### src/rtl/awsd_queue.sv
module awsd_queue #(
    parameter int WIDTH = 8,
    parameter int DEPTH = 2
) (
    input  logic             clk,
    input  logic             rst_n,
    input  logic             push,
    input  logic [WIDTH-1:0] push_data,
    output logic             full,
    input  logic             pop,
    output logic [WIDTH-1:0] pop_data,
    output logic             empty
);

    localparam int PTR_W = (DEPTH > 1) ? $clog2(DEPTH) : 1;
    localparam int CNT_W = $clog2(DEPTH + 1);

    logic [WIDTH-1:0] entry_reg [DEPTH];
    logic [PTR_W-1:0] wr_ptr_reg, wr_ptr_next;
    logic [PTR_W-1:0] rd_ptr_reg, rd_ptr_next;
    logic [CNT_W-1:0] fill_reg, fill_next;

    assign full     = fill_reg == CNT_W'(DEPTH);
    assign empty    = fill_reg == '0;
    assign pop_data = entry_reg[rd_ptr_reg];

    always_comb
    begin
        wr_ptr_next = (wr_ptr_reg == PTR_W'(DEPTH - 1)) ? '0 : wr_ptr_reg + 1'b1;
        rd_ptr_next = (rd_ptr_reg == PTR_W'(DEPTH - 1)) ? '0 : rd_ptr_reg + 1'b1;
        fill_next   = fill_reg;
        if (push && !pop)
        begin
            fill_next = fill_reg + 1'b1;
        end
        else if (pop && !push)
        begin
            fill_next = fill_reg - 1'b1;
        end
    end

    always_ff @(posedge clk or negedge rst_n)
    begin
        if (!rst_n)
        begin
            wr_ptr_reg <= '0;
            rd_ptr_reg <= '0;
            fill_reg   <= '0;
        end
        else
        begin
            fill_reg <= fill_next;
            if (push)
            begin
                wr_ptr_reg <= wr_ptr_next;
            end
            if (pop)
            begin
                rd_ptr_reg <= rd_ptr_next;
            end
        end
    end

    always_ff @(posedge clk)
    begin
        if (push)
        begin
            entry_reg[wr_ptr_reg] <= push_data;
        end
    end

endmodule

### config.mk
export PLATFORM = sky130hd
export DESIGN_NAME = awsd_queue
export DESIGN_NICKNAME = d
export VERILOG_FILES = /design/src/rtl/awsd_queue.sv
export SDC_FILE = /design/constraint.sdc
export NUM_CORES = 1
export LEC_CHECK = 0
export ABC_AREA = 1
export BUFFER_PORTS_ARGS = -buffer_cell sky130_fd_sc_hd__clkbuf_2
export CAP_MARGIN = 20
export CORE_MARGIN = 2
export CORE_UTILIZATION = 49
export DETAILED_ROUTE_END_ITERATION = 10
export GPL_TIMING_DRIVEN = 0
export PLACE_DENSITY_LB_ADDON = 0.12
export SYNTH_ARGS = -nofsm -noshare
export SYNTH_HDL_FRONTEND = slang
export SYNTH_SLANG_ARGS = --single-unit
### constraint.sdc
create_clock -name clk -period 1.25 [get_ports clk]
set_input_delay 0.1875 -clock clk [delete_from_list [all_inputs] [get_ports clk]]
set_output_delay 0.1875 -clock clk [all_outputs]
set_load 0.02 [all_outputs]
==> metrics.md <==
| Metric | Value |
|---|---|
| Status | `complete, but fails checks` |
| Violated checks | `negative setup slack` |
| Top cell type's share of synthesized area | `0.587` |
| Startpoint Class | `flip-flop` |
| Chip height | `44.9 µm` |
| Required time worst endpoint | `1.06 ns` |
| Crit end category | `output port` |
| RePlAce Congestion | `0.625` |
| Horiz. Die Dim | `44.9 µm` |
| Diodes inserted | `0` |
| TritonCTS clock tree | `yes` |
| Met1 Wirelength | `498 µm` |
| Gr usage total | `0.147` |
| Hold Fails Final Rpt | `0` |
| Die area | `2010 µm²` |
| Register-to-register setup slack | `0.10 ns` |
| Initial DRC Count | `2` |
| Register area share after synthesis | `0.709` |
| Largest net degree at the start of global routing | `12` |
| RSZ-0062 raised after global routing | `true` |
| Maximum capacitance violations | `0` |
| First-pass GRT wire length | `1.96 mm` |
| Yosys top cell by area | `edfxtp_1` |
| Clock Path Buffers | `2` |
| Hold depth | `1` |
| Row count | `14` |
| I/O pin count | `22` |
| Cells after synthesis | `50` |
| Worst Hold End | `entry_reg[0][3]` |
| Worst-path fanout max | `9` |
| Nets | `92` |
| Crit path kind | `flip-flop to output port` |
| Synthesized Nets | `63` |
| Hold slack | `0.0701 ns` |
| Class of the worst hold path | `primary input to flip-flop` |
| FF-to-FF End | `entry_reg[0][1]` |
| Worst slew margin | `0.706` |
| Total Wirelength | `1.19 mm` |
| Origin of the worst min-delay path | `push_data[3]` |
| Unique cell type count in the Yosys netlist | `12` |
| Slew @ Worst Pin | `0.440 ns` |
| Fmax | `677 MHz` |
| Final Cell Area | `1050 µm²` |
| Root Driver | `clkbuf_4` |
| Area Growth Syn to Fin | `27.8%` |
| DRC viols | `0` |
| Uppermost layer routed | `met4` |
| Setup slack at placement | `-0.105 ns` |
| Max FFs per register | `16` |
| Clk_skew | `0.000667 ns` |
| Most frequent cells in the layout | `16 x edfxtp_1, 16 x clkbuf_2, 8 x mux2_4, 6 x inv_1` |
| Yosys synthesis warning count | `0` |
| Synth area leaders | `edfxtp_1 59%, mux2_4 15%, dfrtp_1 12%` |
| Yosys reg bits | `20` |
| Post-Syn Area | `818 µm²` |
| Number of global-route vias before repair | `475` |
| Fillers | `120` |
| Final Cycle Share | `1.18` |
| Post-DP Area | `943 µm²` |
| Power per cell area | `2270 nW/µm²` |
| WP data arrival | `1.29 ns` |
| Setup violations, final | `8` |
| Skew-Pair Late Insertion Delay | `0.30 ns` |
| Slew Viols, Final | `0` |
| Post-layout min period | `1.48 ns` |
| Post-DR wirelength/cell | `12.7 µm` |
| TritonCTS buffer count | `3` |
| Worst r2r src | `wr_ptr_reg` |
| Core Region | `1540 µm²` |
| Final ANT Viol Nets | `0` |
| H-tree lvl count | `1` |
| Number of port buffers | `21` |
| Clock sink count | `20` |
| Crit path setup slack, layout | `-0.227 ns` |
| R2R cell count | `1` |
| Total via count in the routed design | `473` |
| Met3 routed WL | `67 µm` |
| DR pass1 iterations | `4` |
| Leakage power | `0.476 nW` |
| Vias/cell | `5.03` |
| Initial Util | `0.531` |
| CTS clk-pin slew, worst paths | `0.11 ns` |
| Final cell utilization of the core | `0.679` |
| Remaining Overflow, GRT | `0` |
| Max VDD drop | `1.22 mV` |
| Avg Inst Size Synth | `16.4 µm²` |
| Layout cell share with drive strength beyond 1 | `0.526` |
| Met2 WL post-DR | `608 µm` |
| Initial antenna violation count | `0` |
## metrics by stage
stage                     cells  setup TNS, ns  power, W
after floorplan              50              0   0.00162
after global placement       87         -0.565   0.00183
after detailed placement     87         -0.838   0.00185
after CTS                    92          -1.93   0.00222
after global routing         94          -2.19   0.00252
final                        94          -1.73   0.00237
## cells in the mapped netlist (all sizes together)
library cell	n
edfxtp	16
mux2	8
inv	7
nand2	5
dfrtp	4
nor2	3
xor2	2
buf	1
ha	1
nand3	1
nand4	1
xnor2	1
## kinds of logic after synthesis
family,share of synthesized area
XOR/XNOR,0.0321
adder cells (fa/ha/maj),0.0153
buffers and inverters,0.0459
flip-flops,0.709
multiplexers,0.147
AND/OR/NAND/NOR,0.0505
## power breakdown
part           internal [W]  leakage (nW)  switching [W]
Sequential         0.000907         0.196      0.0000956
Combinational      0.000510         0.259       0.000494
Clock              0.000178        0.0210       0.000189
## layer usage
metal	global-route usage	vias up
met5	0	-
met2	0.246	15
li1	-	229
met4	0.0882	0
met1	0.155	227
met3	0.0600	2
## worst max-delay path, stage by stage, from the launching register on
cell	delay (ns)
dfrtp_1	0.39
buf_6	0.15
mux2_4	0.30
clkbuf_2	0.16
## area by class of cell
class / instances / area, µm² / share of cell area
buffer: 1 / 11.3 / 0.0108
clock buffer: 4 / 36.3 / 0.0347
inverter: 7 / 26.3 / 0.0251
multi-input combinational: 22 / 213 / 0.203
sequential: 20 / 582 / 0.556
tap: 16 / 20.0 / 0.0191
timing repair buffer: 24 / 158 / 0.151
## how the worst max path moves through the flow
stage	from	endpoint	slack (ns)	depth (start not counted)
after global placement	wr_ptr_reg	entry_reg[0][4]	-0.07	1
after floorplan	wr_ptr_reg	entry_reg[0][0]	0.11	1
after CTS	rd_ptr_reg	pop_data[7]	-0.25	3
final	rd_ptr_reg	pop_data[7]	-0.23	3
after detailed placement	wr_ptr_reg	entry_reg[0][4]	-0.10	1
after global routing	rd_ptr_reg	pop_data[6]	-0.28	3
## repair_timing
action	4_1_cts	5_1_grt
setup endpoints to repair	16	10
buffers inserted	0	2
hold endpoints to repair	4	0
pin swaps	0	1
hold buffers	1	0
gates resized for setup	1	19
No activity file was read; power rests on OpenSTA's default activity.
