$ cat config.mk
export PLATFORM = sky130hd
export DESIGN_NAME = awsd_front
export DESIGN_NICKNAME = d
export VERILOG_FILES = /design/src/rtl/awsd_pkg.sv /design/src/rtl/awsd_front.sv
export SDC_FILE = /design/constraint.sdc
export NUM_CORES = 1
export LEC_CHECK = 0
export BUFFER_PORTS_ARGS = -buffer_cell sky130_fd_sc_hd__buf_2
export CAP_MARGIN = 10
export CORE_ASPECT_RATIO = 2
export CORE_MARGIN = 5
export CORE_UTILIZATION = 45
export CTS_CLUSTER_SIZE = 10
export DETAILED_ROUTE_END_ITERATION = 6
export GPL_TIMING_DRIVEN = 0
export PLACE_DENSITY = 0.85
export SLEW_MARGIN = 20
export SYNTH_ARGS = -nofsm -noshare
export SYNTH_HDL_FRONTEND = slang
export SYNTH_SLANG_ARGS = --single-unit
$ cat constraint.sdc
create_clock -name clk -period 6.9 [get_ports clk]
set_clock_uncertainty 0.05 [all_clocks]
set_input_delay 0.345 -clock clk [delete_from_list [all_inputs] [get_ports clk]]
set_output_delay 0.345 -clock clk [all_outputs]
set_load 0.03 [all_outputs]
$ cat src/rtl/awsd_pkg.sv
package awsd_pkg;

    localparam int SAMPLE_BITS    = 32;
    localparam int VEL_BITS       = 16;
    localparam int FRAC_BITS      = 16;
    localparam int HEIGHT_BITS    = 11;
    localparam int WEIGHT_BITS    = 8;
    localparam int SELF_BITS      = 3;
    localparam int CFG_INDEX_BITS = 2;
    localparam int SLOT_BITS      = 2;
    localparam int COUNT_BITS     = 3;
    localparam int IN_DATA_BITS   = 2 * SAMPLE_BITS + VEL_BITS;
    localparam int QUEUE_DEPTH    = 2;

    // Stencil reach on each side of the center point.
    localparam int HALO       = 2;
    localparam int MIN_HEIGHT = 5;

    localparam logic [COUNT_BITS-1:0] FULL_COLUMNS = COUNT_BITS'(4);

    // Register indexes of the configuration port.
    localparam logic [CFG_INDEX_BITS-1:0] REG_HEIGHT = 2'd0;
    localparam logic [CFG_INDEX_BITS-1:0] REG_NEAR   = 2'd1;
    localparam logic [CFG_INDEX_BITS-1:0] REG_CENTER = 2'd2;
    localparam logic [CFG_INDEX_BITS-1:0] REG_SELF   = 2'd3;

    localparam logic [HEIGHT_BITS-1:0] HEIGHT_RESET = 11'd1024;
    localparam logic [WEIGHT_BITS-1:0] NEAR_RESET   = 8'd16;
    localparam logic [WEIGHT_BITS-1:0] CENTER_RESET = 8'd60;
    localparam logic [SELF_BITS-1:0]   SELF_RESET   = 3'd2;

    typedef logic signed [SAMPLE_BITS-1:0] sample_t;

    localparam sample_t SAMPLE_MAX = {1'b0, {(SAMPLE_BITS-1){1'b1}}};
    localparam sample_t SAMPLE_MIN = {1'b1, {(SAMPLE_BITS-1){1'b0}}};

    // One classified sample on its way from the front end to the back end.
    typedef struct packed {
        logic                  emit;
        logic [SLOT_BITS-1:0]  slot;
        sample_t               sample;
        logic [VEL_BITS-1:0]   vel;
        sample_t               prev;
    } item_t;

    // Column-store reads of one stencil point, in issue order.
    typedef enum logic [2:0] {
        TAP_CENTER,
        TAP_ROW_M1,
        TAP_ROW_P1,
        TAP_LEFT1,
        TAP_RIGHT1,
        TAP_ROW_M2,
        TAP_ROW_P2,
        TAP_LEFT2
    } tap_t;

    typedef enum logic [2:0] {
        BK_IDLE,
        BK_READ,
        BK_MUL,
        BK_LAP,
        BK_VEL,
        BK_ROUND,
        BK_SUM,
        BK_DONE
    } back_state_t;

endpackage

$ cat src/rtl/awsd_front.sv
module awsd_front #(
    parameter int ROW_W = 10,
    parameter int H_W   = 11
) (
    input  logic                          clk,
    input  logic                          rst_n,
    input  logic                          in_valid,
    output logic                          in_ready,
    input  logic                          frame_start,
    input  awsd_pkg::sample_t             field_sample,
    input  logic [awsd_pkg::VEL_BITS-1:0] center_vel,
    input  awsd_pkg::sample_t             center_prev,
    input  logic [H_W-1:0]                height,
    input  logic                          full,
    output logic                          push,
    output awsd_pkg::item_t               item,
    output logic [ROW_W-1:0]              row
);

    logic [ROW_W-1:0]                    row_reg, row_next;
    logic [awsd_pkg::SLOT_BITS-1:0]      slot_reg, slot_next;
    logic [awsd_pkg::COUNT_BITS-1:0]     count_reg, count_next;

    logic [ROW_W-1:0]                    row_start;
    logic [awsd_pkg::COUNT_BITS-1:0]     count_start, count_cur;
    logic [awsd_pkg::SLOT_BITS-1:0]      slot_cur;
    logic                                wrap_early;
    logic                                last_row;
    logic                                emit;

    assign in_ready = !full;
    assign push     = in_valid && !full;

    always_comb
    begin
        // A frame start clears row and column count but keeps the ring slot.
        row_start   = frame_start ? '0 : row_reg;
        count_start = frame_start ? '0 : count_reg;

        // The height may have shrunk below the current row: start a new column.
        wrap_early = H_W'(row_start) >= height;
        row        = wrap_early ? '0 : row_start;
        slot_cur   = wrap_early ? slot_reg + 1'b1 : slot_reg;
        count_cur  = (wrap_early && count_start != awsd_pkg::FULL_COLUMNS)
                     ? count_start + 1'b1 : count_start;

        emit = (count_cur == awsd_pkg::FULL_COLUMNS)
            && (H_W'(row) >= H_W'(awsd_pkg::HALO))
            && ((H_W+1)'(row) + (H_W+1)'(awsd_pkg::HALO + 1) <= (H_W+1)'(height));

        last_row   = (H_W'(row) + H_W'(1)) >= height;
        row_next   = last_row ? '0 : ROW_W'(H_W'(row) + H_W'(1));
        slot_next  = last_row ? slot_cur + 1'b1 : slot_cur;
        count_next = (last_row && count_cur != awsd_pkg::FULL_COLUMNS)
                     ? count_cur + 1'b1 : count_cur;

        item.emit   = emit;
        item.slot   = slot_cur;
        item.sample = field_sample;
        item.vel    = center_vel;
        item.prev   = center_prev;
    end

    always_ff @(posedge clk or negedge rst_n)
    begin
        if (!rst_n)
        begin
            row_reg   <= '0;
            slot_reg  <= '0;
            count_reg <= '0;
        end
        else if (push)
        begin
            row_reg   <= row_next;
            slot_reg  <= slot_next;
            count_reg <= count_next;
        end
    end

endmodule

==> results.sh, run 1 <==
export IMPL_drc_errors=0
export IMPL_arrival_ns=5.70
export IMPL_fin_nets=624
export IMPL_final_core_util=0.582
export IMPL_crit_path_frequent_cell="ha_1"
export IMPL_slew_limit_headroom=0.553
export IMPL_synth_xor_area_frac=0.0660
export IMPL_finalWirelength_um=8980
export IMPL_synthFlopType="dfrtp_1"
export IMPL_synth_simple_gate_area_share=0.216
export IMPL_grt_pass1_wl_um=13500
export IMPL_largest_reg_flops=10
export IMPL_period_minus_slack_ns=6.10
export IMPL_synth_area_um2=2920
export IMPL_grt_ovfl_total=0
export IMPL_synthesis_nets=508
export IMPL_tightest_slew_ns=0.662
export IMPL_ir_worst_vdd_uv=86.2
export IMPL_critPathTopFamily="compound AO/OA/AOI/OAI gates"
export IMPL_busiest_layer="met2"
export IMPL_maxCapViolCount=0
export IMPL_r2r_start="row_reg[6]$_DFFE_PN0P_"
export IMPL_final_antenna_net_count=0
export IMPL_drive_gt1_frac=0.436
export IMPL_use_met3=0.0298
export IMPL_fp_dieW_um=67.0
export IMPL_n_antenna_cell=0
export IMPL_area_growth_pct=25.6
export IMPL_die_h_um=124
export IMPL_async_flop_share=1.00
export IMPL_path_max_fanout=10
export IMPL_initial_core_util=0.463
export IMPL_grt_met1_usage=0.179
export IMPL_required_ns=6.50
export IMPL_worst_setup_path_type="in -> out"
export IMPL_setup_viol=0
export IMPL_hold_path_class="reg -> reg"
export IMPL_synth_top_family_by_area="buffers and inverters"
export IMPL_endpoint_kind="output pin"
export IMPL_synth_seq_area_share=0.128
export IMPL_die_area_um2=8300
export IMPL_via_per_inst=5.35
export IMPL_finalHoldViolations=0
export IMPL_yosys_area_share_adder=0.163
export IMPL_antenna_found_initial=0
export IMPL_first_pass_iters=4
export IMPL_synth_edf_count=0
export IMPL_postPlaceCellArea_um2=3580
export IMPL_place_inst=570
export IMPL_ff2ff_path_depth=23
export IMPL_rsz0062_at_grt="false"
export IMPL_grt_util_met2=0.394
export IMPL_cts_htree_levels=1
export IMPL_clock_latency_ns=0.25
export IMPL_ys_ff_latch=15
export IMPL_fmax_mhz=164
export IMPL_rows=41
export IMPL_synth_cells=374
export IMPL_cpPeakStageDelay_ns=0.54
export IMPL_io_pins=191
export IMPL_p_leak_nw=2.01
export IMPL_post_cts_repair_setup_buffers=0
export IMPL_min_period_over_period=0.884
export IMPL_cts_tree="yes"
export IMPL_coreArea_um2=6310
export IMPL_post_cts_resized=0
export IMPL_grt_use_total=0.208
export IMPL_hold_path_end="slot_reg[1]$_DFFE_PN0P_"
export IMPL_io_buffers=110
export IMPL_hpwl_um=7730
export IMPL_grt_max_degree=16
export IMPL_root_buffer="clkbuf_16"
export IMPL_design_area_um2=3670
export IMPL_yosysWarnings=0
export IMPL_cts_sinks=15
export IMPL_crit_path_cell_trace="buf_2, clkbuf_1, nand2b_1, ha_1, nand2b_4, a211oi_2, o311ai_4, a211oi_2, nand2_1, ha_1, nor2_1, and4bb_2, xnor2_1, nor2_1, ha_1, a2111oi_0, a21oi_1, o21ai_0, a31oi_1, nor4_1, buf_4, buf_2"
export IMPL_multiInputGateArea_um2=1780
export IMPL_wire_per_inst_um=15.6
export IMPL_setup_tns_ns=0
export IMPL_gp_congestion=0.923
export IMPL_nFillCells=591
export IMPL_syn_area_per_cell_um2=7.81
export IMPL_powerDensity_nw_per_um2=123
export IMPL_numCtsBuffers=3
export IMPL_cp_slowest_cell="a2111oi_0"
export IMPL_r2r_slack_ns=1.03
export IMPL_yosysUniqueCellTypes=56
export IMPL_slew_viol_final=0
export IMPL_startpoint_type="input pin"
export IMPL_first_global_vias=3226
export IMPL_synth_compound_area_frac=0.148
export IMPL_path_clk_slew_ns=0.05
export IMPL_hp_start="slot_reg[1]$_DFFE_PN0P_"
export IMPL_cts_buffer_depth=2
export IMPL_register_area_um2=375
export IMPL_synth_mux_area_frac=0.0171
export IMPL_holdPathStages=1
export IMPL_first_iter_violations=85
export IMPL_outcome="finished, final reports clean"
export IMPL_fin_cells=575
export IMPL_crit_buf_inv=4
export IMPL_cts_hold_buf=1
export IMPL_vias=3078
export IMPL_rr_endpoint="count_reg[0]$_DFFE_PN0P_"
[worst max-delay path by stage]
stage / slack, ns / cells after the start / end / start
floorplan: 1.83 / 24 / slot_reg[1]$_DFFE_PN0P_ / frame_start
global placement: 0.78 / 25 / slot_reg[1]$_DFFE_PN0P_ / frame_start
detailed placement: 0.74 / 25 / slot_reg[1]$_DFFE_PN0P_ / frame_start
CTS: 0.89 / 22 / item[82] / frame_start
global route: 0.54 / 22 / item[82] / frame_start
finish: 0.80 / 22 / item[82] / frame_start
[worst register-to-register path: stages (launching register included)]
cell and delay [ns]:
dfrtp_1 0.38, clkbuf_1 0.41, nor2b_1 0.20, ha_1 0.26, a21oi_1 0.22, o311ai_4 0.24
a211oi_2 0.53, nand2_1 0.21, inv_1 0.16, ha_1 0.30, nand2_1 0.08, a2111o_1 0.48
nor2_2 0.23, xnor2_1 0.14, nor2_1 0.07, ha_1 0.28, o21ai_0 0.09, nand2b_1 0.08
a21oi_1 0.06, a41oi_1 0.27, clkbuf_1 0.49, o21ai_2 0.16, xnor2_1 0.25, o21ai_1 0.09
[through the flow]
step / hold slack, ns / power, mW / setup WS (ns)
finish: 0.439 / 0.452 / 0.803
global route: 0.456 / 0.480 / 0.539
CTS: 0.441 / 0.453 / 0.895
detailed placement: 0.219 / 0.337 / 0.739
global placement: 0.214 / 0.332 / 0.777
floorplan: -0.000591 / 0.279 / 1.83
[layout make-up]
type / instances / share of cell area
multi-input combinational: 240 / 0.486
buffer: 97 / 0.186
inverter: 22 / 0.0225
clock buffer: 3 / 0.0205
clock inverter: 1 / 0.00136
sequential: 15 / 0.102
timing repair buffer: 111 / 0.153
tap: 86 / 0.0293
[cell usage in the layout (no fill, tap or decap), types with 3 or more instances in the layout]
master     netlist  final
nor4_1           3      3
ha_1            38     38
xor2_1           9      9
buf_4           81     81
and3_1           3      3
o21a_1           6      6
mux2i_1          5      5
nor2b_1         14     14
nor3_1           5      5
nand4_1          6      6
inv_1           20     20
buf_2            3    113
a21oi_1         11     11
nand3_1         13     13
clkbuf_16        0      3
o21ai_0          7      7
dfrtp_1         15     15
o31ai_1          3      3
clkbuf_1        10     10
nor2_1          24     24
nand2_1         25     25
nand2b_1         8      8
a21o_1           4      4
xnor2_1         13     13
and2_1           6      6
a22o_1           5      5
[metal layers]
layer / part of all wire / wire [um]
met5: 0 / 0
met4: 0.077 / 692
met3: 0.11 / 1020
met2: 0.51 / 4600
met1: 0.30 / 2670
[cell families (layout without fill, tap and decap cells)]
family | after synthesis | after routing
AOI/OAI and AO/OA | 57 | 57
xor gates and xnor gates | 22 | 22
adders and majority gates | 38 | 38
buffers and inverters | 119 | 234
DFF | 15 | 15
muxes | 5 | 5
and+or+nand+nor | 118 | 118
[where the power goes]
group	internal, mW	switching [mW]	leakage (nW)	total [mW]
Sequential	0.0948	0.00688	0.202	0.102
Clock	0.0775	0.0374	0.0409	0.115
Combinational	0.0942	0.141	1.77	0.235
Total	0.267	0.185	2.01	0.452
[cell usage after synthesis, types with 6 or more instances]
library cell / instances / area [um2]
a21oi_1: 11 / 55.1
xor2_1: 9 / 78.8
nand2b_1: 8 / 50.1
nand3_1: 13 / 65.1
inv_1: 20 / 75.1
clkbuf_1: 10 / 37.5
buf_4: 81 / 608
nand2_1: 25 / 93.8
nor2b_1: 14 / 87.6
xnor2_1: 13 / 114
nand4_1: 6 / 37.5
dfrtp_1: 15 / 375
ha_1: 38 / 475
o21a_1: 6 / 45.0
and2_1: 6 / 37.5
nor2_1: 24 / 90.1
o21ai_0: 7 / 35.0
No activity file was read; power rests on OpenSTA's default activity.
==> inputs of run 2 (changes only) <==
--- a/config.mk
+++ b/config.mk
@@ -9,11 +9,11 @@
 export CAP_MARGIN = 10
 export CORE_ASPECT_RATIO = 2
 export CORE_MARGIN = 5
-export CORE_UTILIZATION = 45
+export CORE_UTILIZATION = 47
 export CTS_CLUSTER_SIZE = 10
 export DETAILED_ROUTE_END_ITERATION = 6
 export GPL_TIMING_DRIVEN = 0
-export PLACE_DENSITY = 0.85
+export PLACE_DENSITY = 0.88
 export SLEW_MARGIN = 20
 export SYNTH_ARGS = -nofsm -noshare
 export SYNTH_HDL_FRONTEND = slang
==> results.sh, run 2 (synthesis gave the netlist of run 1 again) <==
export IMPL_crit_buf_inv=4
export IMPL_io_pins=191
export IMPL_cts_buffer_depth=2
export IMPL_min_period_over_period=0.891
export IMPL_cts_htree_levels=1
export IMPL_n_antenna_cell=0
export IMPL_rsz0062_at_grt="false"
export IMPL_maxCapViolCount=0
export IMPL_fin_cells=573
export IMPL_use_met3=0.0417
export IMPL_coreArea_um2=6060
export IMPL_powerDensity_nw_per_um2=123
export IMPL_vias=3033
export IMPL_cts_tree="yes"
export IMPL_ir_worst_vdd_uv=98.5
export IMPL_grt_max_degree=16
export IMPL_tightest_slew_ns=0.616
export IMPL_path_clk_slew_ns=0.05
export IMPL_grt_pass1_wl_um=13500
export IMPL_final_antenna_net_count=0
export IMPL_place_inst=568
export IMPL_first_iter_violations=82
export IMPL_die_area_um2=7990
export IMPL_gp_congestion=0.950
export IMPL_crit_path_frequent_cell="ha_1"
export IMPL_endpoint_kind="output pin"
export IMPL_arrival_ns=5.75
export IMPL_hpwl_um=7770
export IMPL_rows=40
export IMPL_fp_dieW_um=65.8
export IMPL_startpoint_type="input pin"
export IMPL_path_max_fanout=10
export IMPL_initial_core_util=0.482
export IMPL_post_cts_resized=0
export IMPL_final_common_cell="buf_2"
export IMPL_setup_viol=0
export IMPL_clock_latency_ns=0.25
export IMPL_cp_slowest_cell="a211oi_2"
export IMPL_outcome="finished, final reports clean"
export IMPL_die_h_um=122
export IMPL_wire_per_inst_um=15.6
export IMPL_cts_sinks=15
export IMPL_drc_errors=0
export IMPL_root_buffer="clkbuf_16"
export IMPL_final_cell_mix="buf_2, buf_4, ha_1, nand2_1, nor2_1"
export IMPL_grt_met1_usage=0.181
export IMPL_crit_path_cell_trace="buf_2, clkbuf_1, nand2b_1, ha_1, nand2b_4, a211oi_2, o311ai_4, a211oi_2, nand2_1, ha_1, nor2_1, and4bb_2, xnor2_1, nor2_1, ha_1, a2111oi_0, a21oi_1, o21ai_0, a31oi_1, nor4_1, buf_4, buf_2"
export IMPL_busiest_layer="met2"
export IMPL_first_global_vias=3097
export IMPL_drive_gt1_frac=0.436
export IMPL_p_leak_nw=2.01
export IMPL_cts_hold_buf=1
export IMPL_nFillCells=553
export IMPL_fin_nets=624
export IMPL_critPathTopFamily="compound AO/OA/AOI/OAI gates"
export IMPL_io_buffers=110
export IMPL_setup_tns_ns=0
export IMPL_slew_viol_final=0
export IMPL_worst_setup_path_type="in -> out"
export IMPL_hold_path_class="reg -> reg"
export IMPL_area_growth_pct=25.5
export IMPL_grt_use_total=0.212
export IMPL_largest_reg_flops=10
export IMPL_slew_limit_headroom=0.584
export IMPL_via_per_inst=5.29
export IMPL_grt_util_met2=0.410
export IMPL_fmax_mhz=163
export IMPL_first_pass_iters=4
export IMPL_antenna_found_initial=0
export IMPL_finalWirelength_um=8950
export IMPL_numCtsBuffers=3
export IMPL_cpPeakStageDelay_ns=0.56
export IMPL_required_ns=6.50
export IMPL_grt_ovfl_total=0
export IMPL_post_cts_repair_setup_buffers=0
export IMPL_period_minus_slack_ns=6.15
export IMPL_finalHoldViolations=0
==> run 2: cell counts in the layout (fill, tap and decap cells not counted) <==
No cell type changed its count.
==> run 2: worst paths after layout <==
check | from | end | slack (ns) | depth (start not counted)
max | frame_start | item[82] | 0.75 | 22
min | count_reg[0]$_DFFE_PN0P_ | count_reg[0]$_DFFE_PN0P_ | 0.43 | 2
max reg2reg | row_reg[9]$_DFFE_PN0P_ | slot_reg[1]$_DFFE_PN0P_ | 0.98 | 24
min reg2reg | count_reg[0]$_DFFE_PN0P_ | count_reg[0]$_DFFE_PN0P_ | 0.43 | 2
max in group asynchronous | rst_n | row_reg[5]$_DFFE_PN0P_ | 6.07 | 2
min in group asynchronous | rst_n | count_reg[2]$_DFFE_PN0P_ | 0.49 | 2
==> run 2: power breakdown <==
group	switching, mW	internal [mW]	total (mW)	leakage (nW)
clock	0.0371	0.0775	0.115	0.0409
combinational	0.141	0.0943	0.235	1.77
sequential	0.00699	0.0948	0.102	0.202
total	0.185	0.267	0.452	2.01
==> run 2: per-stage QoR <==
stage / total power [mW] / util / hold slack (ns) / area, um2 / setup WS (ns)
floorplan: 0.279 / - / -0.000591 / 2920 / 1.83
global placement: 0.331 / 0.591 / 0.214 / 3580 / 0.707
detailed placement: 0.338 / 0.591 / 0.214 / 3580 / 0.613
CTS: 0.453 / 0.606 / 0.440 / 3670 / 0.823
global route: 0.475 / 0.606 / 0.465 / 3670 / 0.480
finish: 0.452 / 0.606 / 0.434 / 3670 / 0.753
==> run 2: layout make-up <==
class,count,area [um2],share of cell area
Multi-Input combinational cell,240,1780,0.486
Buffer,97,682,0.186
Timing Repair Buffer,111,561,0.153
Sequential cell,15,375,0.102
Tap cell,84,105,0.0287
Inverter,22,82.6,0.0225
Clock buffer,3,75.1,0.0205
Clock inverter,1,5.00,0.00136
==> run 2: layer usage <==
layer	vias to the layer above	part of all wire
li1	1421	-
met1	1331	0.30
met2	229	0.52
met3	52	0.11
met4	0	0.078
met5	-	0
==> run 2: worst reg2reg max path: stages (launching register included) <==
cell,delay [ns]
dfrtp_1,0.31
clkbuf_1,0.35
nor2b_1,0.25
ha_1,0.25
nor2b_1,0.15
a22o_1,0.25
buf_2,0.20
a211oi_2,0.46
nand2_1,0.22
inv_1,0.17
ha_1,0.33
nand2_1,0.09
a2111o_1,0.46
nor2_2,0.24
xnor2_1,0.16
nor2_1,0.06
ha_1,0.27
o21ai_0,0.07
nand2b_1,0.07
a21oi_1,0.07
a41oi_1,0.28
clkbuf_1,0.51
o21ai_0,0.19
a21oi_1,0.21
xor2_1,0.16
